$ cat src/rtl/palfade_pkg.sv
// shared types, codes and constants of the palette fade sequencer
package palfade_pkg;

    // default palette depth
    localparam int PALETTE_ENTRIES_DEF = 32;

    // field widths
    localparam int OP_W       = 2;
    localparam int IDX_W      = 5;
    localparam int VAL_W      = 8;
    localparam int TIME_W     = 16;
    localparam int STEP_W     = 5;
    localparam int DIR_W      = 2;
    localparam int SWP_W      = 2;
    localparam int CFG_IDX_W  = 2;
    localparam int CFG_DATA_W = 16;

    // most entries ever emitted by one fade step
    localparam int EMIT_MAX = 32;

    // input operation codes
    localparam logic [OP_W-1:0] OP_WRITE_WORK = 2'd0;
    localparam logic [OP_W-1:0] OP_WRITE_TARG = 2'd1;
    localparam logic [OP_W-1:0] OP_START      = 2'd2;
    localparam logic [OP_W-1:0] OP_TIME       = 2'd3;

    // configuration register indexes
    localparam logic [CFG_IDX_W-1:0] REG_STEP_DELAY = 2'd0;
    localparam logic [CFG_IDX_W-1:0] REG_MID_HOOK   = 2'd1;

    // fade direction codes
    localparam logic [DIR_W-1:0] DIR_NONE    = 2'd0;
    localparam logic [DIR_W-1:0] DIR_DARKEN  = 2'd1;
    localparam logic [DIR_W-1:0] DIR_LIGHTEN = 2'd2;

    // per-entry sweep operation codes
    localparam logic [SWP_W-1:0] SWP_NONE    = 2'd0;
    localparam logic [SWP_W-1:0] SWP_DARKEN  = 2'd1;
    localparam logic [SWP_W-1:0] SWP_LIGHTEN = 2'd2;
    localparam logic [SWP_W-1:0] SWP_COPY    = 2'd3;

    // result kinds
    localparam logic KIND_ENTRY    = 1'b0;
    localparam logic KIND_MIDPOINT = 1'b1;

    // fade steps with special meaning
    localparam logic [STEP_W-1:0] STEP_FIRST    = 5'd1;
    localparam logic [STEP_W-1:0] STEP_MIDPOINT = 5'd8;
    localparam logic [STEP_W-1:0] STEP_LIGHTEN  = 5'd10;
    localparam logic [STEP_W-1:0] STEP_END      = 5'd16;

    // colour constants
    localparam logic [VAL_W-1:0] LUMA_STEP   = 8'h10;
    localparam logic [VAL_W-1:0] LUMA_LIMIT  = 8'h40;
    localparam logic [VAL_W-1:0] BLACK_CODE  = 8'h0f;
    localparam logic [VAL_W-1:0] HUE_MASK    = 8'h0f;
    localparam logic [VAL_W-1:0] ALPHA_CODE  = 8'hff;

    // reset value of the step delay register
    localparam logic [TIME_W-1:0] DELAY_RESET = 16'd30;

    // commands from controller to datapath
    typedef struct packed {
        logic             rd_en;
        logic [IDX_W-1:0] rd_idx;
        logic             rd_last;
        logic [SWP_W-1:0] swp_op;
        logic             mid_load;
        logic             we_work;
        logic             we_targ;
    } cmd_t;

    // status from datapath to controller
    typedef struct packed {
        logic b_valid;
        logic b_advance;
        logic out_free;
    } sts_t;

endpackage

$ cat src/rtl/palette_fade_sequencer.sv
// top level of the palette fade sequencer
//
//  channel  handshake              payload
//  in       in_valid / in_ready    op, entry_index, entry_value, time_units
//  out      out_valid / out_ready  kind, out_index, out_value, last
//  cfg      cfg_valid / cfg_ready  cfg_index, cfg_data
//
// write and start words leave in_ready high; a time word that changes nothing
// goes through evaluate only; one that fades sweeps min(PALETTE_ENTRIES, 32)
// entries via the palette ram read port, one per cycle unless the output stalls.
// the midpoint adds a copy sweep of the same length after its event word.
// reset is asynchronous active low; palette contents stay undefined until written.
// an output stall holds a fade sweep at its current entry; in_ready drops while a
// time word is being worked on, and the next word is taken with a result still
// waiting in the output register.
module palette_fade_sequencer #(
    parameter int PALETTE_ENTRIES = palfade_pkg::PALETTE_ENTRIES_DEF
) (
    input  logic                                 clk,
    input  logic                                 rst_n,
    input  logic                                 in_valid,
    output logic                                 in_ready,
    input  logic [palfade_pkg::OP_W-1:0]         op,
    input  logic [palfade_pkg::IDX_W-1:0]        entry_index,
    input  logic [palfade_pkg::VAL_W-1:0]        entry_value,
    input  logic [palfade_pkg::TIME_W-1:0]       time_units,
    output logic                                 out_valid,
    input  logic                                 out_ready,
    output logic                                 kind,
    output logic [palfade_pkg::IDX_W-1:0]        out_index,
    output logic [palfade_pkg::VAL_W-1:0]        out_value,
    output logic                                 last,
    input  logic                                 cfg_valid,
    output logic                                 cfg_ready,
    input  logic [palfade_pkg::CFG_IDX_W-1:0]    cfg_index,
    input  logic [palfade_pkg::CFG_DATA_W-1:0]   cfg_data
);

    palfade_pkg::cmd_t cmd;
    palfade_pkg::sts_t sts;

    // controller
    palfade_ctrl #(
        .PALETTE_ENTRIES (PALETTE_ENTRIES)
    ) u_ctrl (
        .clk         (clk),
        .rst_n       (rst_n),
        .in_valid    (in_valid),
        .in_ready    (in_ready),
        .op          (op),
        .entry_index (entry_index),
        .time_units  (time_units),
        .cfg_valid   (cfg_valid),
        .cfg_ready   (cfg_ready),
        .cfg_index   (cfg_index),
        .cfg_data    (cfg_data),
        .cmd         (cmd),
        .sts         (sts)
    );

    // datapath
    palfade_datapath #(
        .PALETTE_ENTRIES (PALETTE_ENTRIES)
    ) u_datapath (
        .clk         (clk),
        .rst_n       (rst_n),
        .cmd         (cmd),
        .sts         (sts),
        .entry_index (entry_index),
        .entry_value (entry_value),
        .out_valid   (out_valid),
        .out_ready   (out_ready),
        .kind        (kind),
        .out_index   (out_index),
        .out_value   (out_value),
        .last        (last)
    );

endmodule

$ cat src/rtl/palfade_ram.sv
// generic single write port, single read port ram with registered read
module palfade_ram #(
    parameter int WIDTH = 8,
    parameter int DEPTH = 32
) (
    input  logic                     clk,
    input  logic                     we,
    input  logic [$clog2(DEPTH)-1:0] waddr,
    input  logic [WIDTH-1:0]         wdata,
    input  logic                     re,
    input  logic [$clog2(DEPTH)-1:0] raddr,
    output logic [WIDTH-1:0]         rdata
);

    logic [WIDTH-1:0] mem_reg [DEPTH];
    logic [WIDTH-1:0] rdata_reg;

    // write port
    always_ff @(posedge clk)
    begin
        if (we)
        begin
            mem_reg[waddr] <= wdata;
        end
    end

    // registered read, holds while not reading
    always_ff @(posedge clk)
    begin
        if (re)
        begin
            rdata_reg <= mem_reg[raddr];
        end
    end

    assign rdata = rdata_reg;

endmodule

$ cat src/rtl/palfade_ctrl.sv
// fade controller: step, direction, time counter, config and sweep sequencing
module palfade_ctrl #(
    parameter int PALETTE_ENTRIES = palfade_pkg::PALETTE_ENTRIES_DEF
) (
    input  logic                                 clk,
    input  logic                                 rst_n,
    input  logic                                 in_valid,
    output logic                                 in_ready,
    input  logic [palfade_pkg::OP_W-1:0]         op,
    input  logic [palfade_pkg::IDX_W-1:0]        entry_index,
    input  logic [palfade_pkg::TIME_W-1:0]       time_units,
    input  logic                                 cfg_valid,
    output logic                                 cfg_ready,
    input  logic [palfade_pkg::CFG_IDX_W-1:0]    cfg_index,
    input  logic [palfade_pkg::CFG_DATA_W-1:0]   cfg_data,
    output palfade_pkg::cmd_t                    cmd,
    input  palfade_pkg::sts_t                    sts
);

    localparam int EMIT_COUNT = (PALETTE_ENTRIES < palfade_pkg::EMIT_MAX) ?
                                PALETTE_ENTRIES : palfade_pkg::EMIT_MAX;
    localparam logic [palfade_pkg::IDX_W-1:0] LAST_IDX =
        palfade_pkg::IDX_W'(EMIT_COUNT - 1);

    localparam logic [2:0] S_IDLE  = 3'd0;
    localparam logic [2:0] S_EVAL  = 3'd1;
    localparam logic [2:0] S_SWEEP = 3'd2;
    localparam logic [2:0] S_DRAIN = 3'd3;
    localparam logic [2:0] S_MID   = 3'd4;

    logic [2:0]                          state_reg, state_next;
    logic [palfade_pkg::STEP_W-1:0]      step_reg, step_next;
    logic [palfade_pkg::DIR_W-1:0]       dir_reg, dir_next;
    logic [palfade_pkg::TIME_W-1:0]      elapsed_reg, elapsed_next;
    logic [palfade_pkg::TIME_W-1:0]      delay_reg, delay_next;
    logic                                hook_reg, hook_next;
    logic [palfade_pkg::IDX_W-1:0]       cnt_reg, cnt_next;
    logic [palfade_pkg::SWP_W-1:0]       swp_reg, swp_next;
    logic [palfade_pkg::TIME_W:0]        time_sum;
    logic                                in_acc;
    logic                                idx_ok;
    logic                                can_issue;

    assign in_ready  = (state_reg == S_IDLE);
    assign cfg_ready = 1'b1;
    assign in_acc    = in_valid && in_ready;
    assign idx_ok    = (int'(entry_index) < PALETTE_ENTRIES);
    assign time_sum  = {1'b0, elapsed_reg} + {1'b0, time_units};
    assign can_issue = !sts.b_valid || sts.b_advance;

    // configuration registers
    always_comb
    begin
        delay_next = delay_reg;
        hook_next  = hook_reg;
        if (cfg_valid && cfg_ready)
        begin
            if (cfg_index == palfade_pkg::REG_STEP_DELAY)
            begin
                delay_next = cfg_data;
            end
            else if (cfg_index == palfade_pkg::REG_MID_HOOK)
            begin
                hook_next = cfg_data[0];
            end
        end
    end

    // fade sequencing
    always_comb
    begin
        state_next   = state_reg;
        step_next    = step_reg;
        dir_next     = dir_reg;
        elapsed_next = elapsed_reg;
        cnt_next     = cnt_reg;
        swp_next     = swp_reg;
        cmd          = '0;
        cmd.rd_idx   = cnt_reg;
        cmd.rd_last  = (cnt_reg == LAST_IDX);
        cmd.swp_op   = swp_reg;
        unique case (state_reg)
            S_IDLE:
            begin
                if (in_acc)
                begin
                    unique case (op)
                        palfade_pkg::OP_WRITE_WORK: cmd.we_work = idx_ok;
                        palfade_pkg::OP_WRITE_TARG: cmd.we_targ = idx_ok;
                        palfade_pkg::OP_START:
                        begin
                            step_next = palfade_pkg::STEP_FIRST;
                            dir_next  = palfade_pkg::DIR_DARKEN;
                        end
                        palfade_pkg::OP_TIME:
                        begin
                            elapsed_next = time_sum[palfade_pkg::TIME_W] ?
                                           '1 : time_sum[palfade_pkg::TIME_W-1:0];
                            state_next   = S_EVAL;
                        end
                        default: ;
                    endcase
                end
            end
            S_EVAL:
            begin
                state_next = S_IDLE;
                if (step_reg == '0 || step_reg >= palfade_pkg::STEP_END)
                begin
                    state_next = S_IDLE;
                end
                else if (step_reg[0])
                begin
                    elapsed_next = '0;
                    step_next    = step_reg + 1'b1;
                    cnt_next     = '0;
                    state_next   = S_SWEEP;
                    if (dir_reg == palfade_pkg::DIR_DARKEN)
                    begin
                        swp_next = palfade_pkg::SWP_DARKEN;
                    end
                    else if (dir_reg == palfade_pkg::DIR_LIGHTEN)
                    begin
                        swp_next = palfade_pkg::SWP_LIGHTEN;
                    end
                    else
                    begin
                        swp_next = palfade_pkg::SWP_NONE;
                    end
                end
                else if (elapsed_reg > delay_reg)
                begin
                    step_next = step_reg + 1'b1;
                    if (step_reg == palfade_pkg::STEP_MIDPOINT && hook_reg)
                    begin
                        dir_next   = palfade_pkg::DIR_NONE;
                        state_next = S_MID;
                    end
                    else if (step_reg == palfade_pkg::STEP_LIGHTEN)
                    begin
                        dir_next = palfade_pkg::DIR_LIGHTEN;
                    end
                end
            end
            S_SWEEP:
            begin
                if (can_issue)
                begin
                    cmd.rd_en = 1'b1;
                    cnt_next  = cnt_reg + 1'b1;
                    if (cnt_reg == LAST_IDX)
                    begin
                        state_next = S_DRAIN;
                    end
                end
            end
            S_DRAIN:
            begin
                if (!sts.b_valid)
                begin
                    state_next = S_IDLE;
                end
            end
            S_MID:
            begin
                // midpoint word first, then copy target into working
                if (sts.out_free)
                begin
                    cmd.mid_load = 1'b1;
                    cnt_next     = '0;
                    swp_next     = palfade_pkg::SWP_COPY;
                    state_next   = S_SWEEP;
                end
            end
            default: state_next = S_IDLE;
        endcase
    end

    // control registers
    always_ff @(posedge clk or negedge rst_n)
    begin
        if (!rst_n)
        begin
            state_reg   <= S_IDLE;
            step_reg    <= '0;
            dir_reg     <= palfade_pkg::DIR_NONE;
            elapsed_reg <= '0;
            delay_reg   <= palfade_pkg::DELAY_RESET;
            hook_reg    <= 1'b0;
            cnt_reg     <= '0;
            swp_reg     <= palfade_pkg::SWP_NONE;
        end
        else
        begin
            state_reg   <= state_next;
            step_reg    <= step_next;
            dir_reg     <= dir_next;
            elapsed_reg <= elapsed_next;
            delay_reg   <= delay_next;
            hook_reg    <= hook_next;
            cnt_reg     <= cnt_next;
            swp_reg     <= swp_next;
        end
    end

endmodule

$ cat src/rtl/palfade_datapath.sv
// palette memories, per-entry colour update stage and result register
module palfade_datapath #(
    parameter int PALETTE_ENTRIES = palfade_pkg::PALETTE_ENTRIES_DEF
) (
    input  logic                              clk,
    input  logic                              rst_n,
    input  palfade_pkg::cmd_t                 cmd,
    output palfade_pkg::sts_t                 sts,
    input  logic [palfade_pkg::IDX_W-1:0]     entry_index,
    input  logic [palfade_pkg::VAL_W-1:0]     entry_value,
    output logic                              out_valid,
    input  logic                              out_ready,
    output logic                              kind,
    output logic [palfade_pkg::IDX_W-1:0]     out_index,
    output logic [palfade_pkg::VAL_W-1:0]     out_value,
    output logic                              last
);

    localparam int AW = $clog2(PALETTE_ENTRIES);

    logic [palfade_pkg::VAL_W-1:0]  work_rdata;
    logic [palfade_pkg::VAL_W-1:0]  targ_rdata;
    logic                           work_we;
    logic [AW-1:0]                  work_waddr;
    logic [palfade_pkg::VAL_W-1:0]  work_wdata;

    logic                           b_valid_reg;
    logic [palfade_pkg::IDX_W-1:0]  b_idx_reg;
    logic                           b_last_reg;
    logic [palfade_pkg::SWP_W-1:0]  b_op_reg;

    logic                           out_valid_reg;
    logic                           kind_reg;
    logic [palfade_pkg::IDX_W-1:0]  out_index_reg;
    logic [palfade_pkg::VAL_W-1:0]  out_value_reg;
    logic                           last_reg;

    logic                           out_free;
    logic                           b_advance;
    logic                           b_emit;
    logic                           is_alpha;
    logic [palfade_pkg::VAL_W-1:0]  dark_val;
    logic [palfade_pkg::VAL_W-1:0]  light_val;
    logic [palfade_pkg::VAL_W-1:0]  new_val;

    // palette memories
    palfade_ram #(
        .WIDTH (palfade_pkg::VAL_W),
        .DEPTH (PALETTE_ENTRIES)
    ) u_work_ram (
        .clk   (clk),
        .we    (work_we),
        .waddr (work_waddr),
        .wdata (work_wdata),
        .re    (cmd.rd_en),
        .raddr (AW'(cmd.rd_idx)),
        .rdata (work_rdata)
    );

    palfade_ram #(
        .WIDTH (palfade_pkg::VAL_W),
        .DEPTH (PALETTE_ENTRIES)
    ) u_targ_ram (
        .clk   (clk),
        .we    (cmd.we_targ),
        .waddr (AW'(entry_index)),
        .wdata (entry_value),
        .re    (cmd.rd_en),
        .raddr (AW'(cmd.rd_idx)),
        .rdata (targ_rdata)
    );

    // colour update of the entry in the read stage
    always_comb
    begin
        is_alpha = b_idx_reg[palfade_pkg::IDX_W-1] && (b_idx_reg[1:0] == 2'b00);
        dark_val = work_rdata - palfade_pkg::LUMA_STEP;
        if (dark_val >= palfade_pkg::LUMA_LIMIT)
        begin
            dark_val = palfade_pkg::BLACK_CODE;
        end
        light_val = work_rdata + palfade_pkg::LUMA_STEP;
        if (light_val >= targ_rdata)
        begin
            light_val = targ_rdata;
        end
        unique case (b_op_reg)
            palfade_pkg::SWP_DARKEN:  new_val = is_alpha ? palfade_pkg::ALPHA_CODE : dark_val;
            palfade_pkg::SWP_LIGHTEN: new_val = is_alpha ? palfade_pkg::ALPHA_CODE : light_val;
            palfade_pkg::SWP_COPY:    new_val = targ_rdata & palfade_pkg::HUE_MASK;
            default:                  new_val = work_rdata;
        endcase
    end

    // stage handshake
    assign out_free  = !out_valid_reg || out_ready;
    assign b_emit    = (b_op_reg != palfade_pkg::SWP_COPY);
    assign b_advance = b_valid_reg && (!b_emit || out_free);

    assign sts.b_valid   = b_valid_reg;
    assign sts.b_advance = b_advance;
    assign sts.out_free  = out_free;

    // working palette write: sweep write-back or host write
    always_comb
    begin
        work_we    = cmd.we_work;
        work_waddr = AW'(entry_index);
        work_wdata = entry_value;
        if (b_advance)
        begin
            work_we    = 1'b1;
            work_waddr = AW'(b_idx_reg);
            work_wdata = new_val;
        end
    end

    // read stage tags
    always_ff @(posedge clk or negedge rst_n)
    begin
        if (!rst_n)
        begin
            b_valid_reg <= 1'b0;
        end
        else if (cmd.rd_en)
        begin
            b_valid_reg <= 1'b1;
        end
        else if (b_advance)
        begin
            b_valid_reg <= 1'b0;
        end
    end

    always_ff @(posedge clk)
    begin
        if (cmd.rd_en)
        begin
            b_idx_reg  <= cmd.rd_idx;
            b_last_reg <= cmd.rd_last;
            b_op_reg   <= cmd.swp_op;
        end
    end

    // result register valid
    always_ff @(posedge clk or negedge rst_n)
    begin
        if (!rst_n)
        begin
            out_valid_reg <= 1'b0;
        end
        else if ((b_advance && b_emit) || cmd.mid_load)
        begin
            out_valid_reg <= 1'b1;
        end
        else if (out_ready)
        begin
            out_valid_reg <= 1'b0;
        end
    end

    // result register payload
    always_ff @(posedge clk)
    begin
        if (cmd.mid_load)
        begin
            kind_reg      <= palfade_pkg::KIND_MIDPOINT;
            out_index_reg <= '0;
            out_value_reg <= '0;
            last_reg      <= 1'b1;
        end
        else if (b_advance && b_emit)
        begin
            kind_reg      <= palfade_pkg::KIND_ENTRY;
            out_index_reg <= b_idx_reg;
            out_value_reg <= new_val;
            last_reg      <= b_last_reg;
        end
    end

    assign out_valid = out_valid_reg;
    assign kind      = kind_reg;
    assign out_index = out_index_reg;
    assign out_value = out_value_reg;
    assign last      = last_reg;

    // a new read never overwrites data still waiting in the read stage
    assert property (@(posedge clk) disable iff (!rst_n)
        cmd.rd_en |-> (!b_valid_reg || b_advance))
        else $error("read issued over a held entry");

    // host writes only happen with the sweep stage empty
    assert property (@(posedge clk) disable iff (!rst_n)
        (cmd.we_work || cmd.we_targ) |-> !b_valid_reg)
        else $error("host write during sweep");

    // midpoint word only loads into a free result register with no sweep pending
    assert property (@(posedge clk) disable iff (!rst_n)
        cmd.mid_load |-> (out_free && !b_valid_reg && !cmd.rd_en))
        else $error("midpoint load collides");

    // an emitted entry appears at the result register on the next cycle
    assert property (@(posedge clk) disable iff (!rst_n)
        (b_advance && b_emit) |=> (out_valid_reg && kind_reg == palfade_pkg::KIND_ENTRY))
        else $error("emitted entry lost");

endmodule
$ cat config.mk
export PLATFORM = sky130hd
export DESIGN_NAME = palette_fade_sequencer
export DESIGN_NICKNAME = d
export VERILOG_FILES = /design/src/rtl/palfade_pkg.sv /design/src/rtl/palette_fade_sequencer.sv /design/src/rtl/palfade_ram.sv /design/src/rtl/palfade_ctrl.sv /design/src/rtl/palfade_datapath.sv
export SDC_FILE = /design/constraint.sdc
export NUM_CORES = 1
export LEC_CHECK = 0
export ABC_AREA = 1
export BUFFER_PORTS_ARGS = -buffer_cell sky130_fd_sc_hd__buf_2
export CAP_MARGIN = 25
export CORE_MARGIN = 5
export CORE_UTILIZATION = 30
export CTS_CLUSTER_SIZE = 28
export DETAILED_ROUTE_END_ITERATION = 16
export GPL_TIMING_DRIVEN = 0
export PLACE_DENSITY_LB_ADDON = 0.08
export REMOVE_ABC_BUFFERS = 1
export SKIP_CTS_REPAIR_TIMING = 1
export SYNTH_ARGS = -nofsm -noshare
export SYNTH_HDL_FRONTEND = slang
export SYNTH_SLANG_ARGS = --single-unit
$ cat constraint.sdc
create_clock -name clk -period 3.5 [get_ports clk]
set_input_delay 0.175 -clock clk [delete_from_list [all_inputs] [get_ports clk]]
set_output_delay 0.175 -clock clk [all_outputs]
set_load 0.01 [all_outputs]
==> reports/qor.yml <==
setup_path:
  worst-path-stages: 13
  start_kind: "flop"
  critical_path.startpoint: "u_datapath.u_work_ram.rdata[4]"
  cpPeakStageDelay_ns: 0.52
  ff2ff_path_depth: 13
  rr_startpoint: "u_datapath.u_work_ram.rdata[4]"
  critPathBufInv: 1
  cp_top_family: "simple AND/OR/NAND/NOR gates"
  crit_path_end_kind: "flop"
  crit_fanout: 16
  arrival_ns: 3.68
  path_class: "flop to flop"
  worstPathRequired_ns: 3.85
  path_cells: "inv_1 -> ha_1 -> ha_1 -> nand2_1 -> nor2_1 -> nand2_1 -> nand3_2 -> nand2_1 -> nand3_1 -> nand2_1 -> nand2_1 -> nand2_1 -> o21ai_4"
  timing.critical_path.mode_cell: "nand2_1"
  crit_slowest_cell: "o21ai_4"
power_and_ir_drop:
  switchingPower_mw: 11.3
  peakVddDrop_v: 0.000483
  pwr_density_cell_mw_per_mm2: 926
  combPwrFrac_pct: 38.3
  finalPower_mw: 28.2
  switching_share_pct: 39.9
  power_leakage_nw: 10.7
  internal_power_mw: 16.9
  pwr-share-seq_pct: 36.0
  pwr-share-clk_pct: 25.6
timing:
  tns_ns: 0
  worst_pin_slew_ns: 1.05
  clock.fmax_mhz: 301
  hold_viol: 0
  relSlewSlack_pct: 29.7
  setup_violations: 0
  drv_slew: 0
  fin_crit_sh_pct: 95.1
  finClkSkew_ns: 0.0194
  fin_crit_ns: 3.33
synthesis:
  synth_area_mm2: 0.0260
  synth-edff-count: 536
  syn_area_per_cell_um2: 11.5
  muxShareOfSynthArea_pct: 0
  yosys_warnings: 0
  synth_common_cells: "edfxtp_1, nor2_1, o21ai_0, nand2_1, inv_1"
  synthXorXnorAreaFrac_pct: 0.438
  synth_area_leaders: "edfxtp_1, o21ai_0, nor2_1"
  seq_area_frac_synth_pct: 68.2
  synth-async-reset-ratio_pct: 8.62
  synth_top_area_share_pct: 62.0
  yosysUniqueCellTypes: 52
  synth_top_cell_by_area: "edfxtp_1"
  synth_fa_ha_area_share_pct: 2.34
  synth_top_family_by_area: "simple AND/OR/NAND/NOR gates"
  synth-seq-cells: 603
  synth_most_common_cell: "edfxtp_1"
  synth_compound_area_share_pct: 12.3
  synthFlopType: "edfxtp_1"
  synthSimpleGateAreaFrac_pct: 12.9
  synthCells: 2263
floorplanning:
  start_util_pct: 30.1
  core.rowCount: 108
  die_area_mm2: 0.0925
  die_h_um: 304
  core_area_mm2: 0.0863
  io_pins: 72
  die_w_um: 304
routing:
  first_pass_iters: 6
  dr_total_vias: 17460
  avgRoutedWirePerCell_um: 22.0
  antenna_left: 0
  drc_errors: 0
  routed_via_density: 4.92
  wirelength_um: 78000
  drt_iter0_drc: 1382
place:
  place_area_mm2: 0.0277
  hpwl_um: 47000
  gp_congestion: 0.791
  io_buffers: 70
global_routing:
  antenna_found_initial: 5
  overflow: 0
  grt_pass1_vias: 17091
  grt_pass1_wl_um: 114000
  grt_max_degree: 130
  grt_usage_pct: 16.1
flow_run:
  maxCapViolCount: 0
cells_and_area:
  antenna_cells: 0
  final_util_pct: 35.3
  nNetsFinal: 2447
  drive_above_1_share_pct: 10.9
  post-route-cell-area_mm2: 0.0305
  syn2layout_area_growth_pct: 17.3
run_status:
  status: "complete, no violations"
clock_tree:
  cts.htree.levels: 3
  cts_buffers: 72
  tritoncts: "built"
  clk_latency_ns: 0.61
  cts_root_buf: "clkbuf_16"
  clk_pin_slew_ns: 0.06
  cts.sinks: 603
  clockBufferDepth: 3
worst_hold_path:
  hold_path_class: "input pin to async pin"
==> cell type report <==
class / count / area [um2]
inverter: 127 / 502
multi-input combinational: 1419 / 7370
clock inverter: 31 / 302
fill: 8552 / 55900
clock buffer: 93 / 1940
timing repair buffer: 122 / 1180
sequential: 603 / 17700
tap: 1155 / 1450
==> cells in the final DEF (no fill, tap or decap), types with 5 or more instances in the layout <==
| cell | synthesis | routed |
|---|---|---|
| a21oi_1 | 60 | 60 |
| buf_16 | 0 | 15 |
| buf_2 | 34 | 70 |
| buf_4 | 4 | 7 |
| clkbuf_1 | 71 | 16 |
| clkbuf_16 | 0 | 73 |
| clkbuf_8 | 0 | 5 |
| clkinv_1 | 2 | 10 |
| clkinv_2 | 0 | 9 |
| dfrtp_1 | 48 | 45 |
| dfxtp_1 | 15 | 15 |
| dlygate4sd3_1 | 0 | 20 |
| edfxtp_1 | 536 | 536 |
| ha_1 | 47 | 47 |
| inv_1 | 115 | 113 |
| inv_2 | 9 | 9 |
| inv_6 | 0 | 6 |
| nand2_1 | 283 | 279 |
| nand2_2 | 4 | 8 |
| nand3_1 | 81 | 80 |
| nand3_2 | 4 | 5 |
| nand4_1 | 36 | 36 |
| nor2_1 | 370 | 369 |
| nor2_2 | 7 | 6 |
| nor2_4 | 4 | 6 |
| o211ai_1 | 19 | 19 |
| o21a_1 | 7 | 7 |
| o21ai_0 | 294 | 290 |
| o21ai_1 | 30 | 30 |
| o21ai_4 | 0 | 5 |
| o221ai_1 | 47 | 47 |
| o22ai_1 | 81 | 81 |
| xor2_1 | 11 | 11 |
==> kinds of logic (layout without fill, tap and decap cells) <==
group,count (synthesis),after routing
flops,603,603
other cells,1,1
fa+ha+maj,48,48
xor+xnor,13,13
simple gates,802,802
compound gates,554,555
buf+inv,242,373
==> final timing paths <==
check                                                  endpoint  slack, ns
min in group clk                            u_ctrl.delay_reg[3]       0.12
max in group asynchronous                   u_ctrl.delay_reg[2]       2.82
hold reg to reg                                 u_datapath.kind       0.45
setup reg to reg           u_datapath.u_work_ram.mem_reg[17][1]       0.17
hold / removal                           u_ctrl.elapsed_reg[13]       0.05
setup / recovery           u_datapath.u_work_ram.mem_reg[17][1]       0.17
==> through the flow <==
step	cells	hold WS, ns	setup slack (ns)
2_1_floorplan	2148	-0.121	-4.60
4_1_cts	3516	-0.523	-0.357
3_3_place_gp	3373	0.422	-14.93
3_5_place_dp	3392	0.146	-0.340
5_1_grt	3550	0.0667	-0.00437
6_report	3550	0.0523	0.173
==> routing by layer <==
layer / up-vias / GRT usage, % / share of wire [%]
met5: - / 0 / 0
met4: 0 / 3.89 / 2.1
met3: 108 / 2.51 / 5.0
met2: 395 / 26.1 / 47
met1: 8622 / 22.9 / 46
li1: 8335 / - / -
==> power groups by stage <==
stage,registers (mW),logic (mW),clock network (mW)
CTS,10.3,10.5,7.46
floorplan,10.4,5.89,0
finish,10.2,10.8,7.23
detailed placement,10.4,10.4,0
global placement,10.8,8.48,0
global route,10.3,12.0,7.77
(Power assumes the default switching activity.)
